**src/rtl/core/tmc_pkg.sv**
```systemverilog
// Shared constants, types and codes of the tile mean colour classifier.
package tmc_pkg;

   // Tile geometry and line store size
   localparam int TILE      = 3;
   localparam int MAX_WIDTH = 2048;
   localparam int TILE_COLS = MAX_WIDTH / TILE;
   localparam int T2        = TILE * TILE;

   // Field widths
   localparam int PIX_W       = 8;
   localparam int THR_W       = 8;
   localparam int CFG_WIDTH_W = 12;
   localparam int COORD_W     = 10;
   localparam int COUNT_W     = 20;
   localparam int ROW_W       = 11;

   // Position counter widths
   localparam int COL_W  = $clog2(MAX_WIDTH);
   localparam int CI_W   = (TILE > 1) ? $clog2(TILE) : 1;
   localparam int TC_RAW = $clog2((MAX_WIDTH - 1) / TILE + 1);
   localparam int TC_W   = (TC_RAW > 0) ? TC_RAW : 1;
   localparam int ADDR_W = (TILE_COLS > 1) ? $clog2(TILE_COLS) : 1;
   localparam int WID_RAW = ($clog2(MAX_WIDTH + 1) > CFG_WIDTH_W) ?
                            $clog2(MAX_WIDTH + 1) : CFG_WIDTH_W;
   localparam int CMP_W  = WID_RAW + 1;

   // Tile sum width: TILE*TILE pixels of at most 255
   localparam int SUM_W = $clog2(T2 * 255 + 1);
   localparam int TH_W  = SUM_W + 1;

   localparam logic [COUNT_W-1:0] COUNT_MAX = {COUNT_W{1'b1}};

   // Queue between front and back
   localparam int QUEUE_DEPTH = 2;
   localparam int QPTR_W      = (QUEUE_DEPTH > 1) ? $clog2(QUEUE_DEPTH) : 1;
   localparam int QCNT_W      = $clog2(QUEUE_DEPTH + 1);

   // Register port
   localparam int CSR_INDEX_W = 4;
   localparam int CSR_DATA_W  = 16;
   localparam logic [CSR_INDEX_W-1:0] CSR_IMAGE_WIDTH      = 4'd0;
   localparam logic [CSR_INDEX_W-1:0] CSR_DARK_GREEN_LIMIT = 4'd1;
   localparam logic [CSR_INDEX_W-1:0] CSR_RED_MARGIN       = 4'd2;
   localparam logic [CSR_INDEX_W-1:0] CSR_BLUE_MARGIN      = 4'd3;

   localparam logic [CFG_WIDTH_W-1:0] IMAGE_WIDTH_RESET      = 12'd640;
   localparam logic [THR_W-1:0]       DARK_GREEN_LIMIT_RESET = 8'd65;
   localparam logic [THR_W-1:0]       RED_MARGIN_RESET       = 8'd15;
   localparam logic [THR_W-1:0]       BLUE_MARGIN_RESET      = 8'd30;

   // Class codes
   typedef enum logic [2:0] {
      CLASS_SHADOW = 3'd0,
      CLASS_SUN    = 3'd1,
      CLASS_LEAF   = 3'd2,
      CLASS_WHITE  = 3'd3,
      CLASS_RED    = 3'd4
   } tmc_class_type;

   typedef struct packed {
      logic [CFG_WIDTH_W-1:0] image_width;
      logic [THR_W-1:0]       dark_green_limit;
      logic [THR_W-1:0]       red_margin;
      logic [THR_W-1:0]       blue_margin;
   } tmc_cfg_type;

   typedef struct packed {
      logic [PIX_W-1:0] blue;
      logic [PIX_W-1:0] green;
      logic [PIX_W-1:0] red;
      logic             frame_start;
   } tmc_req_type;

   typedef struct packed {
      logic [2:0]         tile_class;
      logic [COORD_W-1:0] tile_row;
      logic [COORD_W-1:0] tile_column;
      logic [COUNT_W-1:0] shadow_count;
      logic [COUNT_W-1:0] sun_count;
   } tmc_rsp_type;

   // Classified pixel as handed from front to back
   typedef struct packed {
      tmc_req_type        pixel;
      logic               in_range;
      logic               start;
      logic               finish;
      logic [ADDR_W-1:0]  addr;
      logic [COORD_W-1:0] tile_row;
      logic [COORD_W-1:0] tile_column;
   } tmc_cmd_type;

endpackage

```
**src/rtl/core/tmc_queue.sv**
```systemverilog
// Short queue that decouples the front part from the back part.
module tmc_queue (
   input  logic                 clock,
   input  logic                 reset,
   input  logic                 push_valid,
   output logic                 push_ready,
   input  tmc_pkg::tmc_cmd_type push_data,
   output logic                 pop_valid,
   input  logic                 pop_ready,
   output tmc_pkg::tmc_cmd_type pop_data
);
   import tmc_pkg::*;

   tmc_cmd_type       slot_ff [QUEUE_DEPTH];
   logic [QPTR_W-1:0] wr_ptr_ff, wr_ptr_in, rd_ptr_ff, rd_ptr_in;
   logic [QCNT_W-1:0] count_ff, count_in;
   logic              push, pop;

   assign push_ready = (count_ff != QCNT_W'(QUEUE_DEPTH));
   assign pop_valid  = (count_ff != '0);
   assign pop_data   = slot_ff[rd_ptr_ff];
   assign push       = push_valid && push_ready;
   assign pop        = pop_valid && pop_ready;

   // Advance pointers and fill level
   always_comb begin
      wr_ptr_in = wr_ptr_ff;
      rd_ptr_in = rd_ptr_ff;
      count_in  = count_ff;
      if (push) begin
         wr_ptr_in = (wr_ptr_ff == QPTR_W'(QUEUE_DEPTH - 1)) ? '0 : wr_ptr_ff + 1'b1;
      end
      if (pop) begin
         rd_ptr_in = (rd_ptr_ff == QPTR_W'(QUEUE_DEPTH - 1)) ? '0 : rd_ptr_ff + 1'b1;
      end
      if (push && !pop) begin
         count_in = count_ff + 1'b1;
      end else if (pop && !push) begin
         count_in = count_ff - 1'b1;
      end
   end

   always_ff @(posedge clock) begin
      if (reset) begin
         wr_ptr_ff <= '0;
         rd_ptr_ff <= '0;
         count_ff  <= '0;
      end else begin
         wr_ptr_ff <= wr_ptr_in;
         rd_ptr_ff <= rd_ptr_in;
         count_ff  <= count_in;
      end
   end

   // Store the pushed item
   always_ff @(posedge clock) begin
      if (push) begin
         slot_ff[wr_ptr_ff] <= push_data;
      end
   end

endmodule

```
**config.mk**
```make
export PLATFORM = sky130hd
export DESIGN_NAME = tmc_queue
export DESIGN_NICKNAME = d
export VERILOG_FILES = /design/src/rtl/core/tmc_pkg.sv /design/src/rtl/core/tmc_queue.sv
export SDC_FILE = /design/constraint.sdc
export NUM_CORES = 1
export LEC_CHECK = 0
export BUFFER_PORTS_ARGS = -buffer_cell sky130_fd_sc_hd__buf_2
export CORE_MARGIN = 5
export CORE_UTILIZATION = 51
export CTS_CLUSTER_SIZE = 14
export DETAILED_ROUTE_END_ITERATION = 10
export GPL_TIMING_DRIVEN = 1
export PLACE_DENSITY = 0.87
export SYNTH_ARGS = -nofsm -noshare
export SYNTH_HDL_FRONTEND = slang
export SYNTH_SLANG_ARGS = --single-unit
```
**constraint.sdc**
```tcl
create_clock -name clock -period 3.4 [get_ports clock]
set_input_delay 0.68 -clock clock [delete_from_list [all_inputs] [get_ports clock]]
set_output_delay 0.68 -clock clock [all_outputs]
set_load 0.02 [all_outputs]
```
==> results.md, run 1 <==
- Synth Net Count: between 200 and 300
- Most used flip-flop cell after synthesis: edfxtp_1
- Flops & latches, synth: approximately 120
- Diodes inserted: 0
- Reg clk slew, reported paths: ~0.060 ns
- Synth Instances: between 200 and 250
- Met2 usage: 26.6%
- Die width: 103 um
- Iter 0 DRT Violations: 86
- Die height: about 100 um
- Synth warn: 0
- Antenna-violating nets left: 0
- CTS Hold Bufs: 0
- Largest net degree at the start of global routing: 37
- Vias in the first global route: 2478
- Post-CTS resize count: 0
- Max Cap Viol: 0
- Util after Layout: between 60% and 70%
- Register area share after synthesis: approximately four fifths
- Total GRT Usage: 15.8%
- Setup violators final: 0
- Rel. slew slack: approximately 54%
- Crit Path Class: reg2out
- Worst Hold Class: in2reg
- Pwr Total: slightly below 5 mW
- Pwr per Cell Area: approximately 840 mW/mm^2
- Final Hold Fails: 0
- CTS H-tree depth: 4
- Synth cell types: 19
- Num CTS Buffers: 17
- Initial Utilization: 51.5%
- Clock Skews: between 0.006 and 0.007 ns
- Die ar.: approximately 0.011 mm^2
- First-pass GRT wire length: 12.2 mm
- Highest net fanout along the worst path: 36
- Peak supply drop: roughly 0.52 mV
- DR vias: between 2000 and 2500
- Crit start category: flip-flop
- Max Slew Vio Count: 0
- DRT Pass-1 Iters: 4
- Post-synth EDFFs: 116
- Area taken by multi-input logic gates: between 700 and 800 um^2
- Setup TNS: 0 ns
- CTS tree: done
- Crit path time final: between 2 and 3 ns
- Total grt overflow: 0
- Async SR Flop Fraction: 0%
- Synth cell count leaders: edfxtp_1 (116), mux2_2 (58), dfxtp_1 (5)
- Gp weighted congestion: just over 0.7
- Fmax: about 370 MHz
- Synth area leader: edfxtp_1
- Clock latency on the worst-skew pair: about 0.50 ns
- Outcome: completed
- # nets final: about 400
- DRC: 0
- Synth top area cells: edfxtp_1 (79%), mux2_2 (15%), dfxtp_1 (2.3%), xor2_1 (0.60%), buf_6 (0.51%)
- RSZ-0062 raised after global routing: false
- Avg Synthesized Cell Area: 21.6 um^2
- CP endpoint kind: output port
- Register cell area after layout: ~0.0036 mm^2
- Port Buffers: 121
- Root Driver: clkbuf_8
- Dpl hpwl: roughly 5.2 mm
- Area Overhead vs Synth: 30.6%
- Post-CTS setup buffer count: 0
- Share of layout cells above drive strength 1: between 60% and 70%
- Global Route met1 Usage: approximately a fifth
- Leakage: around 2.2 nW
- # IOs: around 120
- Post-Syn Area: about 0.0044 mm^2
- M3 GR Usage: 5.62%
- Fill count: around 630
- Total wire length: 8.00 mm
- Synth top area share: around four fifths
- Measured slew at the worst slew-check pin: approximately 0.69 ns
- Critical Path RT: about 2.7 ns
- Most numerous cell in the Yosys netlist: edfxtp_1
- GRT busiest layer: met2
- Core ar.: about 0.0086 mm^2
- Initial antenna violation count: 0
- Crit share post-route: ~80%
- CTS Buffer Depth: 2
- CTS sink cnt: 121
- WL per Instance: between 15 and 20 um
- Critical path data arrival time: ~2 ns
- DR vias/cell: 5.00
- Core Rows: 34
-- layout make-up --
| class | instances | share of cell area (%) |
|---|---|---|
| Inverter | 1 | 0.0653 |
| Clock inverter | 15 | 3.02 |
| Multi-Input combinational cell | 76 | 13.4 |
| Clock buffer | 17 | 7.20 |
| Tap cell | 108 | 2.35 |
| Sequential cell | 121 | 62.3 |
| Timing Repair Buffer | 124 | 11.6 |
-- metrics by stage --
step / instances / instance area [um^2] / setup slack (ns) / hold slack, ns
after floorplan: 204 / 4400 / 0.832 / 0.471
after global placement: 430 / 5160 / 1.20 / 0.486
after detailed placement: 430 / 5160 / 1.19 / 0.501
after CTS: 462 / 5750 / 0.633 / 0.338
after global routing: 462 / 5750 / 0.576 / 0.337
final: 462 / 5750 / 0.683 / 0.366
-- layout by cell type (no fill, tap or decap) --
master	synthesis	routed
buf_2	3	121
buf_12	0	3
clkbuf_16	0	16
ha_1	1	1
and3_2	0	1
mux2_2	58	58
clkinv_4	0	1
inv_2	0	1
a21bo_2	1	1
nand3b_1	1	1
dfxtp_2	0	1
a21oi_1	2	2
clkinv_1	0	3
nor2_1	3	3
nand2b_1	1	1
and2_1	1	1
clkbuf_8	0	1
or2_2	1	1
or3_1	1	1
o21ai_0	2	2
edfxtp_1	116	116
bufinv_16	0	3
clkinvlp_4	0	5
dfxtp_1	5	4
inv_6	0	3
xor2_1	3	3
-- worst paths after layout --
kind | depth (start not counted) | slack [ns] | start | end
setup / recovery | 3 | 0.68 | flip-flop | pop_data[43]
setup reg to reg | 3 | 1.46 | count_ff[0] | slot_ff[1][16]
hold / removal | 1 | 0.37 | push_data[23] | slot_ff[1][23]
hold reg to reg | 2 | 0.51 | rd_ptr_ff | rd_ptr_ff
-- logic make-up after synthesis --
logic type | share of synthesized area, %
buffers and inverters | 1.11
adders and majority gates | 0.284
and+or+nand+nor | 1.14
xor gates and xnor gates | 0.597
muxes | 14.8
DFF | 81.4
AOI/OAI and AO/OA | 0.682
-- flip-flops by register name, indices dropped and copies added (netlist names), named ones only --
name       flops
wr_ptr_ff      1
rd_ptr_ff      1
slot_ff      116
count_ff       2
-- where the power goes --
group          internal [mW]  switching, mW  total [mW]
Clock                   1.11          0.635        1.75
Combinational          0.470          0.658        1.13
Sequential              1.87         0.0892        1.95
Total                   3.45           1.38        4.83
-- critical path: stages (launching register included) --
cell and delay [ns]:
dfxtp_2 0.69, buf_12 0.30, mux2_2 0.38, buf_2 0.16
-- routing by layer --
metal | vias to the layer above | wire length (um)
li1 | 1083 | -
met1 | 1137 | 3280
met2 | 85 | 4170
met3 | 6 | 500
met4 | 0 | 51
met5 | - | 0
Note: power is estimated with default switching activity, not from simulation.
==> run 2: changes to the inputs <==
--- a/config.mk
+++ b/config.mk
@@ -7,11 +7,11 @@
 export LEC_CHECK = 0
 export BUFFER_PORTS_ARGS = -buffer_cell sky130_fd_sc_hd__buf_2
 export CORE_MARGIN = 5
-export CORE_UTILIZATION = 51
+export CORE_UTILIZATION = 46
 export CTS_CLUSTER_SIZE = 14
 export DETAILED_ROUTE_END_ITERATION = 10
 export GPL_TIMING_DRIVEN = 1
-export PLACE_DENSITY = 0.87
+export PLACE_DENSITY = 0.83
 export SYNTH_ARGS = -nofsm -noshare
 export SYNTH_HDL_FRONTEND = slang
 export SYNTH_SLANG_ARGS = --single-unit
==> constraint.sdc (replaced) <==
create_clock -name clock -period 2.35 [get_ports clock]
set_input_delay 0.47 -clock clock [delete_from_list [all_inputs] [get_ports clock]]
set_output_delay 0.47 -clock clock [all_outputs]
set_load 0.02 [all_outputs]
==> results.md, run 2 (synthesized netlist as in run 1, its figures left out) <==
- Die width: 108 um (+4.8%)
- Worst Hold Class: in2reg
- Initial Utilization: 47.4% (-4.1 points)
- Crit start category: flip-flop
- Port Buffers: 121 (unchanged)
- Util after Layout: 62.3% (-5.0 points)
- Root Driver: clkbuf_8
- DR vias: 2313 (+0.087%)
- Area Overhead vs Synth: 31.3%
- Vias in the first global route: 2624 (+5.9%)
- Antenna-violating nets left: 0 (unchanged)
- CTS Buffer Depth: 2 (unchanged)
- Core ar.: 0.00928 mm^2 (+8.6%)
- Largest net degree at the start of global routing: 59 (+59%)
- Die ar.: 0.0116 mm^2 (+9.8%)
- CTS sink cnt: 121 (unchanged)
- Outcome: completed
- CP endpoint kind: output port
- Final Hold Fails: 0 (unchanged)
- Fmax: 460 MHz
- Die height: 108 um (+4.8%)
- CTS Hold Bufs: 0 (unchanged)
- Post-CTS resize count: 0 (unchanged)
- # nets final: 404 (unchanged)
- Non-filler cells, final: 483 (+4.5%)
- Crit share post-route: 92.6%
- Clock latency on the worst-skew pair: 0.50 ns (about the same)
- Core Rows: 35 (+2.9%)
- CTS H-tree depth: 4 (unchanged)
- Rel. slew slack: 77.8% (+24 points)
- Measured slew at the worst slew-check pin: 0.333 ns (-0.354 ns)
- Most frequent cells in the layout: buf_2 (121), edfxtp_1 (116), mux2_2 (58), clkbuf_16 (16), clkinvlp_4 (5)
- CTS tree: done
- Highest net fanout along the worst path: 58 (+61%)
- DR vias/cell: 4.79 (-4.3%)
- Total wire length: 7.71 mm (-3.6%)
- RSZ-0062 raised after global routing: false
- Biggest regs: slot_ff: 116 flops, count_ff: 2 flops
- Post-CTS setup buffer count: 0 (unchanged)
- Dpl hpwl: 4.86 mm (-7.2%)
- Diodes inserted: 0 (unchanged)
- Total GRT Usage: 14.1% (-1.7 points)
- Initial antenna violation count: 0 (unchanged)
- Share of layout cells above drive strength 1: 61.3% (+0.28 points)
- Crit path time final: 2.18 ns
- First-pass GRT wire length: 12.5 mm (+1.9%)
- Max Cap Viol: 0 (unchanged)
- Inst Count DP: 451 (+4.9%)
- Critical path data arrival time: 1.71 ns (-0.33 ns)
- Setup violators final: 0 (unchanged)
- Peak supply drop: 0.792 mV (+51%)
- Total grt overflow: 0 (unchanged)
- Critical Path RT: 1.88 ns (-0.84 ns)
- Max Slew Vio Count: 0 (unchanged)
- Reg clk slew, reported paths: 0.06 ns (about the same)
- Commonest non-fill, non-tap cell in the layout: buf_2
- Max reg flops: 116 (unchanged)
- # IOs: 122 (unchanged)
- Crit Path Class: reg2out
- DRC: 0 (unchanged)
- Leakage: 2.17 nW (about the same)
- Hold Slack: 0.160 ns (-0.205 ns)
- WL per Instance: 16.0 um (-7.8%)
- Most flop-heavy register: slot_ff
- DRT Pass-1 Iters: 4 (unchanged)
- Pwr per Cell Area: 1210 mW/mm^2 (+44%)
- Iter 0 DRT Violations: 128 (+49%)
- Setup TNS: 0 ns (unchanged)
- Gp weighted congestion: 0.683 (-5.5%)
- Num CTS Buffers: 17 (unchanged)
- Clock Skews: 0.0105 ns (+0.00376 ns)
run 2: cell type report:
| class | count | area (um^2) |
|---|---|---|
| Multi-Input combinational cell | 76 | 773 |
| Fill cell | 741 | 3500 |
| Timing Repair Buffer | 124 | 666 |
| Clock buffer | 18 | 418 |
| Sequential cell | 121 | 3580 |
| Tap cell | 129 | 161 |
| Clock inverter | 14 | 173 |
| Inverter | 1 | 7.51 |
run 2: worst paths after layout:
path	start	to	slack, ns	depth (start not counted)
min	push_data[47]	slot_ff[0][47]	0.16	1
max	flip-flop	pop_data[45]	0.17	3
max reg2reg	count_ff[0]	count_ff[1]	0.69	5
min reg2reg	rd_ptr_ff	flip-flop	0.51	2
run 2: critical path, cell delays in order, from the launching register on:
cell     delay (ns)
dfxtp_2        0.34
buf_12         0.29
mux2_2         0.39
buf_2          0.16
run 2: per-stage QoR:
stage	cell area (um^2)	power (mW)	worst slack, ns
floorplan	4410	3.98	0.297
global placement	5190	4.48	0.691
detailed placement	5190	4.52	0.683
CTS	5780	7.07	0.152
global route	5780	7.32	0.115
finish	5780	6.97	0.174
run 2: where the power goes:
part / leakage [nW] / internal (mW) / switching, mW
clock: 0.276 / 1.62 / 0.905
sequential: 1.12 / 2.70 / 0.0750
combinational: 0.766 / 0.683 / 0.993
total: 2.17 / 5.00 / 1.97
run 2: metal layers:
metal  track usage, %  part of all wire (%)
met5                0                     0
met4             4.33                  0.18
met3             5.28                   6.9
met2             25.0                    54
met1             15.8                    39
