===== config.mk =====
export PLATFORM = sky130hd
export DESIGN_NAME = tmc_front
export DESIGN_NICKNAME = d
export VERILOG_FILES = /design/src/rtl/core/tmc_pkg.sv /design/src/rtl/core/tmc_front.sv
export SDC_FILE = /design/constraint.sdc
export NUM_CORES = 1
export LEC_CHECK = 0
export ABC_AREA = 1
export CORE_UTILIZATION = 60
export CTS_CLUSTER_SIZE = 10
export DETAILED_ROUTE_END_ITERATION = 10
export DONT_BUFFER_PORTS = 1
export GPL_TIMING_DRIVEN = 0
export PLACE_DENSITY = 0.76
export SYNTH_ARGS = -nofsm -noshare
export SYNTH_HDL_FRONTEND = slang
export SYNTH_SLANG_ARGS = --single-unit

===== constraint.sdc =====
create_clock -name clock -period 7.7 [get_ports clock]
set_input_delay 0.77 -clock clock [delete_from_list [all_inputs] [get_ports clock]]
set_output_delay 0.77 -clock clock [all_outputs]
set_load 0.03 [all_outputs]

===== src/rtl/core/tmc_pkg.sv =====
// Shared constants, types and codes of the tile mean colour classifier.
package tmc_pkg;

   // Tile geometry and line store size
   localparam int TILE      = 3;
   localparam int MAX_WIDTH = 2048;
   localparam int TILE_COLS = MAX_WIDTH / TILE;
   localparam int T2        = TILE * TILE;

   // Field widths
   localparam int PIX_W       = 8;
   localparam int THR_W       = 8;
   localparam int CFG_WIDTH_W = 12;
   localparam int COORD_W     = 10;
   localparam int COUNT_W     = 20;
   localparam int ROW_W       = 11;

   // Position counter widths
   localparam int COL_W  = $clog2(MAX_WIDTH);
   localparam int CI_W   = (TILE > 1) ? $clog2(TILE) : 1;
   localparam int TC_RAW = $clog2((MAX_WIDTH - 1) / TILE + 1);
   localparam int TC_W   = (TC_RAW > 0) ? TC_RAW : 1;
   localparam int ADDR_W = (TILE_COLS > 1) ? $clog2(TILE_COLS) : 1;
   localparam int WID_RAW = ($clog2(MAX_WIDTH + 1) > CFG_WIDTH_W) ?
                            $clog2(MAX_WIDTH + 1) : CFG_WIDTH_W;
   localparam int CMP_W  = WID_RAW + 1;

   // Tile sum width: TILE*TILE pixels of at most 255
   localparam int SUM_W = $clog2(T2 * 255 + 1);
   localparam int TH_W  = SUM_W + 1;

   localparam logic [COUNT_W-1:0] COUNT_MAX = {COUNT_W{1'b1}};

   // Queue between front and back
   localparam int QUEUE_DEPTH = 2;
   localparam int QPTR_W      = (QUEUE_DEPTH > 1) ? $clog2(QUEUE_DEPTH) : 1;
   localparam int QCNT_W      = $clog2(QUEUE_DEPTH + 1);

   // Register port
   localparam int CSR_INDEX_W = 4;
   localparam int CSR_DATA_W  = 16;
   localparam logic [CSR_INDEX_W-1:0] CSR_IMAGE_WIDTH      = 4'd0;
   localparam logic [CSR_INDEX_W-1:0] CSR_DARK_GREEN_LIMIT = 4'd1;
   localparam logic [CSR_INDEX_W-1:0] CSR_RED_MARGIN       = 4'd2;
   localparam logic [CSR_INDEX_W-1:0] CSR_BLUE_MARGIN      = 4'd3;

   localparam logic [CFG_WIDTH_W-1:0] IMAGE_WIDTH_RESET      = 12'd640;
   localparam logic [THR_W-1:0]       DARK_GREEN_LIMIT_RESET = 8'd65;
   localparam logic [THR_W-1:0]       RED_MARGIN_RESET       = 8'd15;
   localparam logic [THR_W-1:0]       BLUE_MARGIN_RESET      = 8'd30;

   // Class codes
   typedef enum logic [2:0] {
      CLASS_SHADOW = 3'd0,
      CLASS_SUN    = 3'd1,
      CLASS_LEAF   = 3'd2,
      CLASS_WHITE  = 3'd3,
      CLASS_RED    = 3'd4
   } tmc_class_type;

   typedef struct packed {
      logic [CFG_WIDTH_W-1:0] image_width;
      logic [THR_W-1:0]       dark_green_limit;
      logic [THR_W-1:0]       red_margin;
      logic [THR_W-1:0]       blue_margin;
   } tmc_cfg_type;

   typedef struct packed {
      logic [PIX_W-1:0] blue;
      logic [PIX_W-1:0] green;
      logic [PIX_W-1:0] red;
      logic             frame_start;
   } tmc_req_type;

   typedef struct packed {
      logic [2:0]         tile_class;
      logic [COORD_W-1:0] tile_row;
      logic [COORD_W-1:0] tile_column;
      logic [COUNT_W-1:0] shadow_count;
      logic [COUNT_W-1:0] sun_count;
   } tmc_rsp_type;

   // Classified pixel as handed from front to back
   typedef struct packed {
      tmc_req_type        pixel;
      logic               in_range;
      logic               start;
      logic               finish;
      logic [ADDR_W-1:0]  addr;
      logic [COORD_W-1:0] tile_row;
      logic [COORD_W-1:0] tile_column;
   } tmc_cmd_type;

endpackage


===== src/rtl/core/tmc_front.sv =====
// Front part: tracks the raster position and tags each pixel with its tile role.
module tmc_front (
   input  logic                 clock,
   input  logic                 reset,
   input  tmc_pkg::tmc_cfg_type cfg,
   input  logic                 req_valid,
   output logic                 req_ready,
   input  tmc_pkg::tmc_req_type req_data,
   output logic                 cmd_valid,
   input  logic                 cmd_ready,
   output tmc_pkg::tmc_cmd_type cmd_data
);
   import tmc_pkg::*;

   typedef struct packed {
      logic [ROW_W-1:0] row;
      logic [CI_W-1:0]  ri;
      logic [ROW_W-1:0] trow;
   } row_pos_type;

   // Step to the next row, wrapping at the top of the row counter
   function automatic row_pos_type next_row(row_pos_type p);
      row_pos_type n;
      n = p;
      if (p.row == {ROW_W{1'b1}}) begin
         n = '0;
      end else begin
         n.row = p.row + 1'b1;
         if (p.ri == CI_W'(TILE - 1)) begin
            n.ri   = '0;
            n.trow = p.trow + 1'b1;
         end else begin
            n.ri = p.ri + 1'b1;
         end
      end
      return n;
   endfunction

   logic [COL_W-1:0] col_ff, col_in, col_p;
   logic [CI_W-1:0]  ci_ff, ci_in, ci_p;
   logic [TC_W-1:0]  tc_ff, tc_in, tc_p;
   row_pos_type      rp_ff, rp_in, rp_p;

   logic [CMP_W-1:0] width_raw, width_eff, tile_end, col_sum;
   logic             in_range, accept;

   // Clamp the configured width to the supported range
   always_comb begin
      width_raw = CMP_W'(cfg.image_width);
      if (width_raw == '0) begin
         width_eff = CMP_W'(1);
      end else if (width_raw > CMP_W'(MAX_WIDTH)) begin
         width_eff = CMP_W'(MAX_WIDTH);
      end else begin
         width_eff = width_raw;
      end
   end

   // Position of this pixel: frame start clears, a shrunk width wraps first
   always_comb begin
      col_p = col_ff;
      ci_p  = ci_ff;
      tc_p  = tc_ff;
      rp_p  = rp_ff;
      if (req_data.frame_start) begin
         col_p = '0;
         ci_p  = '0;
         tc_p  = '0;
         rp_p  = '0;
      end else if (CMP_W'(col_ff) >= width_eff) begin
         col_p = '0;
         ci_p  = '0;
         tc_p  = '0;
         rp_p  = next_row(rp_ff);
      end
   end

   // Tag the pixel: a tile counts only if its last column lies inside the row and its column fits the line store
   always_comb begin
      tile_end = CMP_W'(col_p) + CMP_W'(TILE - 1) - CMP_W'(ci_p);
      in_range = (tile_end < width_eff) && ((TC_W + 1)'(tc_p) < (TC_W + 1)'(TILE_COLS));

      cmd_data.pixel       = req_data;
      cmd_data.in_range    = in_range;
      cmd_data.start       = (rp_p.ri == '0) && (ci_p == '0);
      cmd_data.finish      = in_range && (rp_p.ri == CI_W'(TILE - 1)) &&
                             (ci_p == CI_W'(TILE - 1));
      cmd_data.addr        = in_range ? tc_p[ADDR_W-1:0] : '0;
      cmd_data.tile_row    = COORD_W'(rp_p.trow);
      cmd_data.tile_column = COORD_W'(tc_p);
   end

   // Advance one column, wrapping to the next row at the end of the row
   always_comb begin
      col_sum = CMP_W'(col_p) + CMP_W'(1);
      if (col_sum >= width_eff) begin
         col_in = '0;
         ci_in  = '0;
         tc_in  = '0;
         rp_in  = next_row(rp_p);
      end else begin
         col_in = col_sum[COL_W-1:0];
         rp_in  = rp_p;
         if (ci_p == CI_W'(TILE - 1)) begin
            ci_in = '0;
            tc_in = tc_p + 1'b1;
         end else begin
            ci_in = ci_p + 1'b1;
            tc_in = tc_p;
         end
      end
   end

   assign cmd_valid = req_valid;
   assign req_ready = cmd_ready;
   assign accept    = req_valid && cmd_ready;

   // Hold the position until an item is taken
   always_ff @(posedge clock) begin
      if (reset) begin
         col_ff <= '0;
         ci_ff  <= '0;
         tc_ff  <= '0;
         rp_ff  <= '0;
      end else if (accept) begin
         col_ff <= col_in;
         ci_ff  <= ci_in;
         tc_ff  <= tc_in;
         rp_ff  <= rp_in;
      end
   end

endmodule


==> impl_metrics.toml, run 1 <==
[critical_path]
worstSetupEndpointType = "primary output"
r2r-end = "col_ff[6]"
arrival_ns = 6.51
cp.required_ns = 6.93
r2r_slack_ns = 2.24
crit_type = "input pin to primary output"
ff2ff_path_depth = 31
crit_top_cell = "nand2_1"
crit_path_start_kind = "input pin"
cpPeakStageDelay_ns = 0.40
cp_max_fo = 10
cp_top_family = "simple AND/OR/NAND/NOR gates"
cp-startpoint = "cfg[26]"
path_buf_inv = 9
cp_slowest_cell = "fa_2"
r2r-start = "col_ff[0]"

[timing]
tightest_slew_ns = 1.19
setup_viol = 0
period_needed_ns = 7.28
hold_violations = 0
max_freq_mhz = 137
fin_skew_ns = 0.0130
period_share_pct = 94.6
final_max_slew_viol_count = 0
grt_setup_unrepaired = "false"
relSlewSlack_pct = 20.0
fin_setup_tns_ns = 0

[logic_synthesis]
synth_cells = 926
yosysWarnings = 0
yosysSeqAreaShare_pct = 16.1
synth_area_um2 = 5730
synth_area_per_cell_um2 = 6.19
synth-seq-cells = 46
synth.distinct_cells = 47
syn_nets = 1054

[power_and_ir_drop]
intPower_w = 0.000344
finalPower_w = 0.000532
pwr-share-clk_pct = 30.7
ir_worst_vdd_uv = 69.9
p_sw_w = 0.000188
combPwrFrac_pct = 23.7
p_per_area_nw_per_um2 = 86.3
leakagePower_nw = 2.88
power_frac_seq_pct = 45.6
switching_share_pct = 35.4

[die]
die_area_um2 = 9940
initial_core_util_pct = 62.0
core_area_um2 = 9240
row_count = 35
die_w_um = 99.7
ios = 125
chipHeight_um = 99.7

[global_route]
grt_use_met1_pct = 42.9
grt_max_degree = 17
grt_usage_pct = 33.9
antenna_found_initial = 0
grt_use_met2_pct = 59.4
grt_busiest_layer = "met2"
grt_pass1_vias = 5749
overflow = 0
use_met3_pct = 4.15
grt_pass1_wl_mm = 27.1

[layout]
multi_input_area_um2 = 4120
fillers = 878
regArea_um2 = 921
drive_gt1_share_pct = 13.2
nets = 1063
antenna_cells = 0
areaGrowthSynthToFinish_pct = 7.60

[worst_hold_path]
min_path_cells = 2
hold_path.startpoint = "ci_ff[0]"
min_path_type = "flop to flop"
min_to = "ci_ff[0]"

[detailed_routing]
vias = 6182
antenna_left = 0
viasPerCell = 5.80
dr.pass1.iters = 5
wirelength_mm = 16.7
post-route-drc-count = 0
wl_per_cell_um = 15.7
first_iter_violations = 399

[clock_tree]
cts_hold_buf = 0
path_clk_slew_ns = 0.11
clockRootBuffer = "clkbuf_8"
h-tree-depth = 2
cts_tree = "done"
clk_path_buf_depth = 2
cts_num_sinks = 46
cts_buffers = 5
clock_latency_ns = 0.32

[outcome]
outcome = "complete, no violations"

[placed_design]
gp_congestion = 0.950
port_buffers = 0
hpwl_mm = 13.1

[run]
cap_violations = 0
metal layers:
layer / vias up / wire length (um)
met2: 279 / 8200
met1: 2866 / 6940
met3: 33 / 1220
met5: - / 0
li1: 3004 / -
met4: 0 / 357
what timing repair did:
item,CTS,global route
cloned,0,1
pin swaps,1,3
resized for setup,22,20
setup endpoints to repair,12,12
buffers inserted,1,0
worst max-delay path by stage:
stage | cells after the start | endpoint | slack (ns)
after floorplan | 39 | cmd_data[20] | 0.75
after global placement | 39 | cmd_data[21] | -0.36
after detailed placement | 39 | cmd_data[22] | -0.45
after CTS | 42 | cmd_data[27] | 0.01
after global routing | 41 | cmd_data[32] | 0.04
final | 39 | cmd_data[32] | 0.42
area by class of cell:
cell class	count	area share, %
Multi-Input combinational cell	698	66.8
Clock buffer	5	1.12
Tap cell	129	2.62
Sequential cell	46	14.9
Clock inverter	3	0.386
Buffer	62	6.62
Inverter	121	7.37
Timing Repair Buffer	1	0.122
metrics by stage:
| step | cells | area [um2] | setup slack [ns] | utilization, % | hold slack [ns] |
|---|---|---|---|---|---|
| 5_1_grt | 1065 | 6160 | 0.0391 | 66.7 | 0.501 |
| 4_1_cts | 1064 | 6070 | 0.0123 | 65.7 | 0.471 |
| 2_1_floorplan | 926 | 5730 | 0.749 | - | 0.437 |
| 6_report | 1065 | 6160 | 0.415 | 66.7 | 0.473 |
| 3_3_place_gp | 1055 | 5890 | -0.356 | 63.7 | 0.451 |
| 3_5_place_dp | 1055 | 5890 | -0.447 | 63.7 | 0.455 |
synth_stat cells (all sizes together):
cell type	instances	area (um2)
a211oi	3	22.5
fa	1	20.0
buf	46	332
xnor2	6	52.6
o21bai	2	15.0
nand3b	4	30.0
dfxtp	46	921
nor3b	1	12.5
o211ai	7	52.6
o21ai	21	105
o311ai	1	8.76
inv	120	450
o21a	1	7.51
nand4	19	119
nor4	2	12.5
nor2	72	338
clkinv	1	3.75
o31ai	1	7.51
ha	62	776
and2	1	6.26
a22oi	2	15.0
a21oi	73	380
nand2	259	997
xor2	22	193
or2	1	6.26
clkbuf	16	61.3
o22ai	1	6.26
nand3	112	621
a21boi	1	7.51
nor3	21	143
and3	1	6.26
placed cells by master, fill, tap and decap left out, types with 16 or more instances in the layout:
cell type,synthesis,routed
dfxtp_1,46,46
nand4_1,19,19
a21oi_1,71,69
o21ai_0,18,16
nand2_1,251,249
ha_1,62,62
inv_1,115,115
buf_4,29,30
nand3_1,103,102
xor2_1,22,22
nor2_1,55,44
registers in the layout, summed over array words and instances (netlist names):
name	cells
rp_ff	23
tc_ff	10
col_ff	11
ci_ff	2
power by group through the flow:
| stage | Clock, W | Combinational, W | Sequential [W] |
|---|---|---|---|
| floorplan | 0 | 0.0000947 | 0.000247 |
| global placement | 0 | 0.000117 | 0.000248 |
| detailed placement | 0 | 0.000119 | 0.000248 |
| CTS | 0.000164 | 0.000122 | 0.000242 |
| global route | 0.000176 | 0.000137 | 0.000243 |
| finish | 0.000163 | 0.000126 | 0.000242 |
worst register-to-register path, delay by kind of cell, from the launching register on:
family          cells  cell delay (ns)
flops               1             0.35
buf+inv             8             1.37
fa+ha+maj           3             0.79
simple gates       16             2.23
xor+xnor            1             0.23
compound gates      3             0.41
cells by family (layout without fill, tap and decap cells):
group / Yosys count / count (layout) / share of synthesized area, %
AOI/OAI and AO/OA: 113 / 113 / 11.0
DFF: 46 / 46 / 16.1
xor gates and xnor gates: 28 / 28 / 4.28
adders and majority gates: 63 / 63 / 13.9
and+or+nand+nor: 493 / 494 / 40.0
buffers and inverters: 183 / 192 / 14.8
(Power assumes the default switching activity.)
==> run 2: changes to the inputs <==
clock period = 7 ns   (was 7.7 ns; I/O delays follow)
==> run 2 against run 1 <==
  * Flip-flop and latch count stayed put
  * Sequential power is 10% higher
  * Register-to-register slack worse by 0.68 ns
  * Via count is 1.2% higher
  * Die area stayed put
  * Sequential share of layout area is 0.78 points lower
  * Design area is 5.5% higher
  * Critical path depth is 9 lower
==> impl_metrics.toml, run 2 (synthesized netlist as in run 1, its figures left out) <==
[power_and_ir_drop]
ir_worst_vdd_uv = 75.8
p_per_area_nw_per_um2 = 92.3
combPwrFrac_pct = 25.6
switching_share_pct = 35.4
p_sw_w = 0.000213
leakagePower_nw = 3.02
intPower_w = 0.000388
power_frac_seq_pct = 44.4
pwr-share-clk_pct = 30.0
finalPower_w = 0.000601

[critical_path]
cp_max_fo = 10
cp_top_family = "simple AND/OR/NAND/NOR gates"
crit_type = "input pin to primary output"
r2r_slack_ns = 1.56
r2r-end = "col_ff[9]"
cp_slowest_cell = "o21bai_1"
cp.required_ns = 6.30
cpPeakStageDelay_ns = 0.43
ff2ff_path_depth = 31
r2r-start = "col_ff[0]"
crit_path_start_kind = "input pin"
worstSetupEndpointType = "primary output"
path_buf_inv = 8
arrival_ns = 6.13

[timing]
grt_setup_unrepaired = "true"
fin_hold_ws_ns = 0.473
final_max_slew_viol_count = 0
fin_skew_ns = 0.0119
tightest_slew_ns = 1.19
max_freq_mhz = 147
layout_setup_ws_ns = 0.175
hold_violations = 0
period_needed_ns = 6.83
period_share_pct = 97.5
setup_viol = 0
relSlewSlack_pct = 20.0

[worst_hold_path]
min_path_type = "flop to flop"
min_to = "ci_ff[0]"
min_path_cells = 2
hold_path.startpoint = "ci_ff[0]"

[global_route]
grt_max_degree = 17
grt_pass1_wl_mm = 27.6
antenna_found_initial = 0
grt_pass1_vias = 5896
grt_usage_pct = 34.4
overflow = 0

[layout]
antenna_cells = 0
final_cell_mix = "238 x nand2_1, 111 x inv_1, 101 x nand3_1"
areaGrowthSynthToFinish_pct = 13.6
top_regs = "rp_ff: 23 flops, col_ff: 11 flops, tc_ff: 10 flops"
nets = 1085
top_register = "rp_ff"
largest_reg_flops = 23
drive_gt1_share_pct = 17.5
utilization_pct = 70.4
final_common_cell = "nand2_1"

[detailed_routing]
viasPerCell = 5.76
wirelength_mm = 17.1
post-route-drc-count = 0
first_iter_violations = 353
wl_per_cell_um = 15.7
antenna_left = 0
vias = 6256
dr.pass1.iters = 5

[placed_design]
port_buffers = 0
hpwl_mm = 13.1
gp_congestion = 0.950
pre_cts_ws_ns = -1.01

[clock_tree]
cts_num_sinks = 46
clock_latency_ns = 0.32
cts_tree = "done"
clockRootBuffer = "clkbuf_8"
path_clk_slew_ns = 0.11
clk_path_buf_depth = 2
cts_buffers = 5
h-tree-depth = 2

[run]
cap_violations = 0

[die]
initial_core_util_pct = 62.0
ios = 125
chipHeight_um = 99.7
die_area_um2 = 9940
row_count = 35
core_area_um2 = 9240
die_w_um = 99.7

[outcome]
outcome = "complete, no violations"
## run 2: cell count changes in the layout (fill, tap and decap cells not counted), moves of 4 or more
cell	before	now
nand2_2	7	16
nand2_1	249	238
buf_4	30	49
inv_1	115	111
ha_1	62	58
ha_4	0	4
inv_2	5	9
## run 2: cell type report
type	count	area, um2
plain buffers	59	378
inverters	121	454
flip-flops and latches	46	921
repair buffers	26	243
fillers	832	2740
well taps	129	161
clock inverters	3	23.8
multi-input cells	698	4260
clock buffers	5	68.8
## run 2: power by group through the flow
stage | combinational [W] | sequential (W) | clock [W]
4_1_cts | 0.000142 | 0.000267 | 0.000180
3_5_place_dp | 0.000131 | 0.000273 | 0
3_3_place_gp | 0.000129 | 0.000273 | 0
2_1_floorplan | 0.000104 | 0.000272 | 0
5_1_grt | 0.000166 | 0.000267 | 0.000193
6_report | 0.000153 | 0.000267 | 0.000180
## run 2: tightest hold or removal path: stages, from the launching register on
cell	delay, ns
dfxtp_1	0.33
nand2_1	0.06
a21oi_1	0.05
## run 2: worst max-delay path by stage
stage / start / end / slack [ns] / depth (start not counted)
2_1_floorplan: cfg[30] / cmd_data[20] / 0.19 / 39
3_3_place_gp: cfg[30] / cmd_data[21] / -0.92 / 39
3_5_place_dp: cfg[30] / cmd_data[22] / -1.01 / 39
4_1_cts: cfg[30] / cmd_data[25] / 0.002 / 39
5_1_grt: cfg[29] / cmd_data[28] / -0.11 / 38
6_report: cfg[29] / cmd_data[28] / 0.17 / 30
## run 2: repair_timing
item                       CTS  global route
setup buffers                4            21
gates cloned                 2             0
setup endpoints to repair   12            12
resized for setup           47            34
hold buffers                 0             0
pin swaps                   10            32
## run 2: layer usage
metal  part of all wire, %  GRT usage [%]  vias to the layer above
li1                      -              -                     3050
met1                    41           42.8                     2899
met2                    49           60.5                      268
met3                   7.6           4.71                       39
met4                   2.5           12.3                        0
met5                     0              0                        -
## run 2: stage by stage
stage | instance area, um2 | std cells | setup TNS, ns
4_1_cts | 6230 | 1069 | 0
3_3_place_gp | 5890 | 1055 | -10.18
2_1_floorplan | 5730 | 926 | 0
3_5_place_dp | 5890 | 1055 | -11.18
5_1_grt | 6500 | 1087 | -0.468
6_report | 6500 | 1087 | 0
==> run 3: changes to the inputs <==
CORE_UTILIZATION = 50   (was 60)
CTS_CLUSTER_SIZE = not set   (was 10)
PLACE_DENSITY = not set   (was 0.76)
==> run 3 against run 2 <==
  * Worst setup slack better by 0.14 ns
  * Clock skew is 0.0030 ns lower
  * Sequential power hardly changed
  * Critical endpoint is now cmd_data[20]
==> impl_metrics.toml, run 3 (synthesized netlist as in run 1, its figures left out) <==
[outcome]
outcome = "complete, no violations"

[power_and_ir_drop]
p_per_area_nw_per_um2 = 108
finalPower_w = 0.000700
ir_worst_vdd_uv = 70.6
leakagePower_nw = 3.03

[clock_tree]
cts_tree = "done"
h-tree-depth = 2
clk_path_buf_depth = 2
clock_latency_ns = 0.29
path_clk_slew_ns = 0.06
cts_hold_buf = 0
cts_num_sinks = 46
clockRootBuffer = "clkbuf_16"
cts_buffers = 5

[critical_path]
crit_top_cell = "nand2_1"
cp_max_fo = 9
cpPeakStageDelay_ns = 0.39
r2r-start = "col_ff[8]"
crit_type = "input pin to primary output"
ff2ff_path_depth = 28
cp_slowest_cell = "fa_2"
worstSetupEndpointType = "primary output"
crit_path_start_kind = "input pin"
arrival_ns = 5.98
r2r-end = "col_ff[1]"
r2r_slack_ns = 1.50
cp.required_ns = 6.30

[timing]
period_share_pct = 95.5
tightest_slew_ns = 1.28
relSlewSlack_pct = 14.0
period_needed_ns = 6.68
fin_setup_tns_ns = 0
hold_violations = 0
fin_skew_ns = 0.00885
final_max_slew_viol_count = 0
max_freq_mhz = 150
setup_viol = 0

[detailed_routing]
vias = 6139
dr.pass1.iters = 5
antenna_left = 0
wl_per_cell_um = 16.0
wirelength_mm = 17.4
viasPerCell = 5.62
first_iter_violations = 575
dr_wl_met2_mm = 7.92
highest_layer = "met4"
post-route-drc-count = 0
wl_met3_mm = 1.15
met1_length_mm = 8.16

[layout]
final_cell_mix = "246 x nand2_1, 115 x inv_1, 102 x nand3_1"
largest_reg_flops = 23
top_regs = "rp_ff: 23 flops, col_ff: 11 flops, tc_ff: 10 flops"
fin_area_um2 = 6460
areaGrowthSynthToFinish_pct = 12.9
drive_gt1_share_pct = 15.5
antenna_cells = 0
utilization_pct = 58.9
top_register = "rp_ff"
final_common_cell = "nand2_1"
nets = 1080

[die]
chipHeight_um = 109
row_count = 38
ios = 125
die_area_um2 = 11900
die_w_um = 109
core_area_um2 = 11000
initial_core_util_pct = 52.2

[global_route]
grt_pass1_wl_mm = 27.6
grt_usage_pct = 29.9
grt_pass1_vias = 5574
antenna_found_initial = 0
overflow = 0
grt_max_degree = 20

[worst_hold_path]
hold_path.startpoint = "tc_ff[1]"
min_path_cells = 2
min_to = "tc_ff[1]"
min_path_type = "flop to flop"

[placed_design]
gp_congestion = 0.912
postPlaceCellArea_um2 = 5900
port_buffers = 0
hpwl_mm = 13.3

[run]
cap_violations = 0
[run 3: cell count changes in the layout (fill, tap and decap cells not counted), moves of 2 or more]
| cell | before | now |
|---|---|---|
| nand2_1 | 238 | 246 |
| ha_4 | 4 | 0 |
| buf_6 | 5 | 3 |
| nand2_2 | 16 | 9 |
| inv_1 | 111 | 115 |
| ha_1 | 58 | 61 |
| clkinvlp_4 | 2 | 0 |
| clkbuf_8 | 5 | 1 |
| nand2_4 | 5 | 3 |
| clkbuf_16 | 0 | 5 |
| inv_2 | 9 | 5 |
[run 3: critical path: cells and delay by family]
family,cells,cell delay (ns)
AO/OA/AOI/OAI,6,0.82
XOR/XNOR,1,0.15
AND/OR/NAND/NOR,20,2.30
buffers and inverters,6,0.61
adder cells (fa/ha/maj),5,1.42
[run 3: where the power goes]
group,leakage (nW),switching [W],internal [W],total [W]
logic,2.57,0.000101,0.0000484,0.000149
clock network,0.0829,0.000107,0.000177,0.000284
registers,0.371,0.00000267,0.000264,0.000267
total,3.03,0.000211,0.000489,0.000700
[run 3: repair_timing]
item	CTS	global route
gates resized for setup	46	15
cloned	1	0
buffers inserted	8	12
setup endpoints to repair	12	12
pin swaps	10	15
[run 3: worst max path at each step]
stage          startpoint      endpoint  slack (ns)  cells after the start
6_report          cfg[33]  cmd_data[20]        0.32                     38
5_1_grt           cfg[33]  cmd_data[20]       -0.04                     41
4_1_cts           cfg[30]  cmd_data[24]        0.09                     42
3_5_place_dp      cfg[30]  cmd_data[20]       -1.03                     42
3_3_place_gp      cfg[30]  cmd_data[20]       -0.87                     39
2_1_floorplan     cfg[30]  cmd_data[20]        0.19                     39
[run 3: metrics by stage]
stage / cells / hold WS (ns) / worst slack (ns)
finish: 1092 / 0.473 / 0.316
global placement: 1066 / 0.452 / -0.867
floorplan: 926 / 0.437 / 0.189
detailed placement: 1066 / 0.462 / -1.03
CTS: 1081 / 0.472 / 0.0887
global route: 1092 / 0.490 / -0.0377
[run 3: cell type report]
cell class              instances  area (um2)
clock inverters                 1        30.0
inverters                     121         454
repair buffers                 21         181
well taps                     140         175
flip-flops and latches         46         921
plain buffers                  60         394
fillers                      1104        4520
clock buffers                   6         139
multi-input cells             697        4170
[run 3: metal layers]
layer	up-vias	GRT usage [%]
met5	-	0
met4	0	5.12
met3	17	3.77
met2	227	49.6
met1	2851	41.5
li1	3044	-
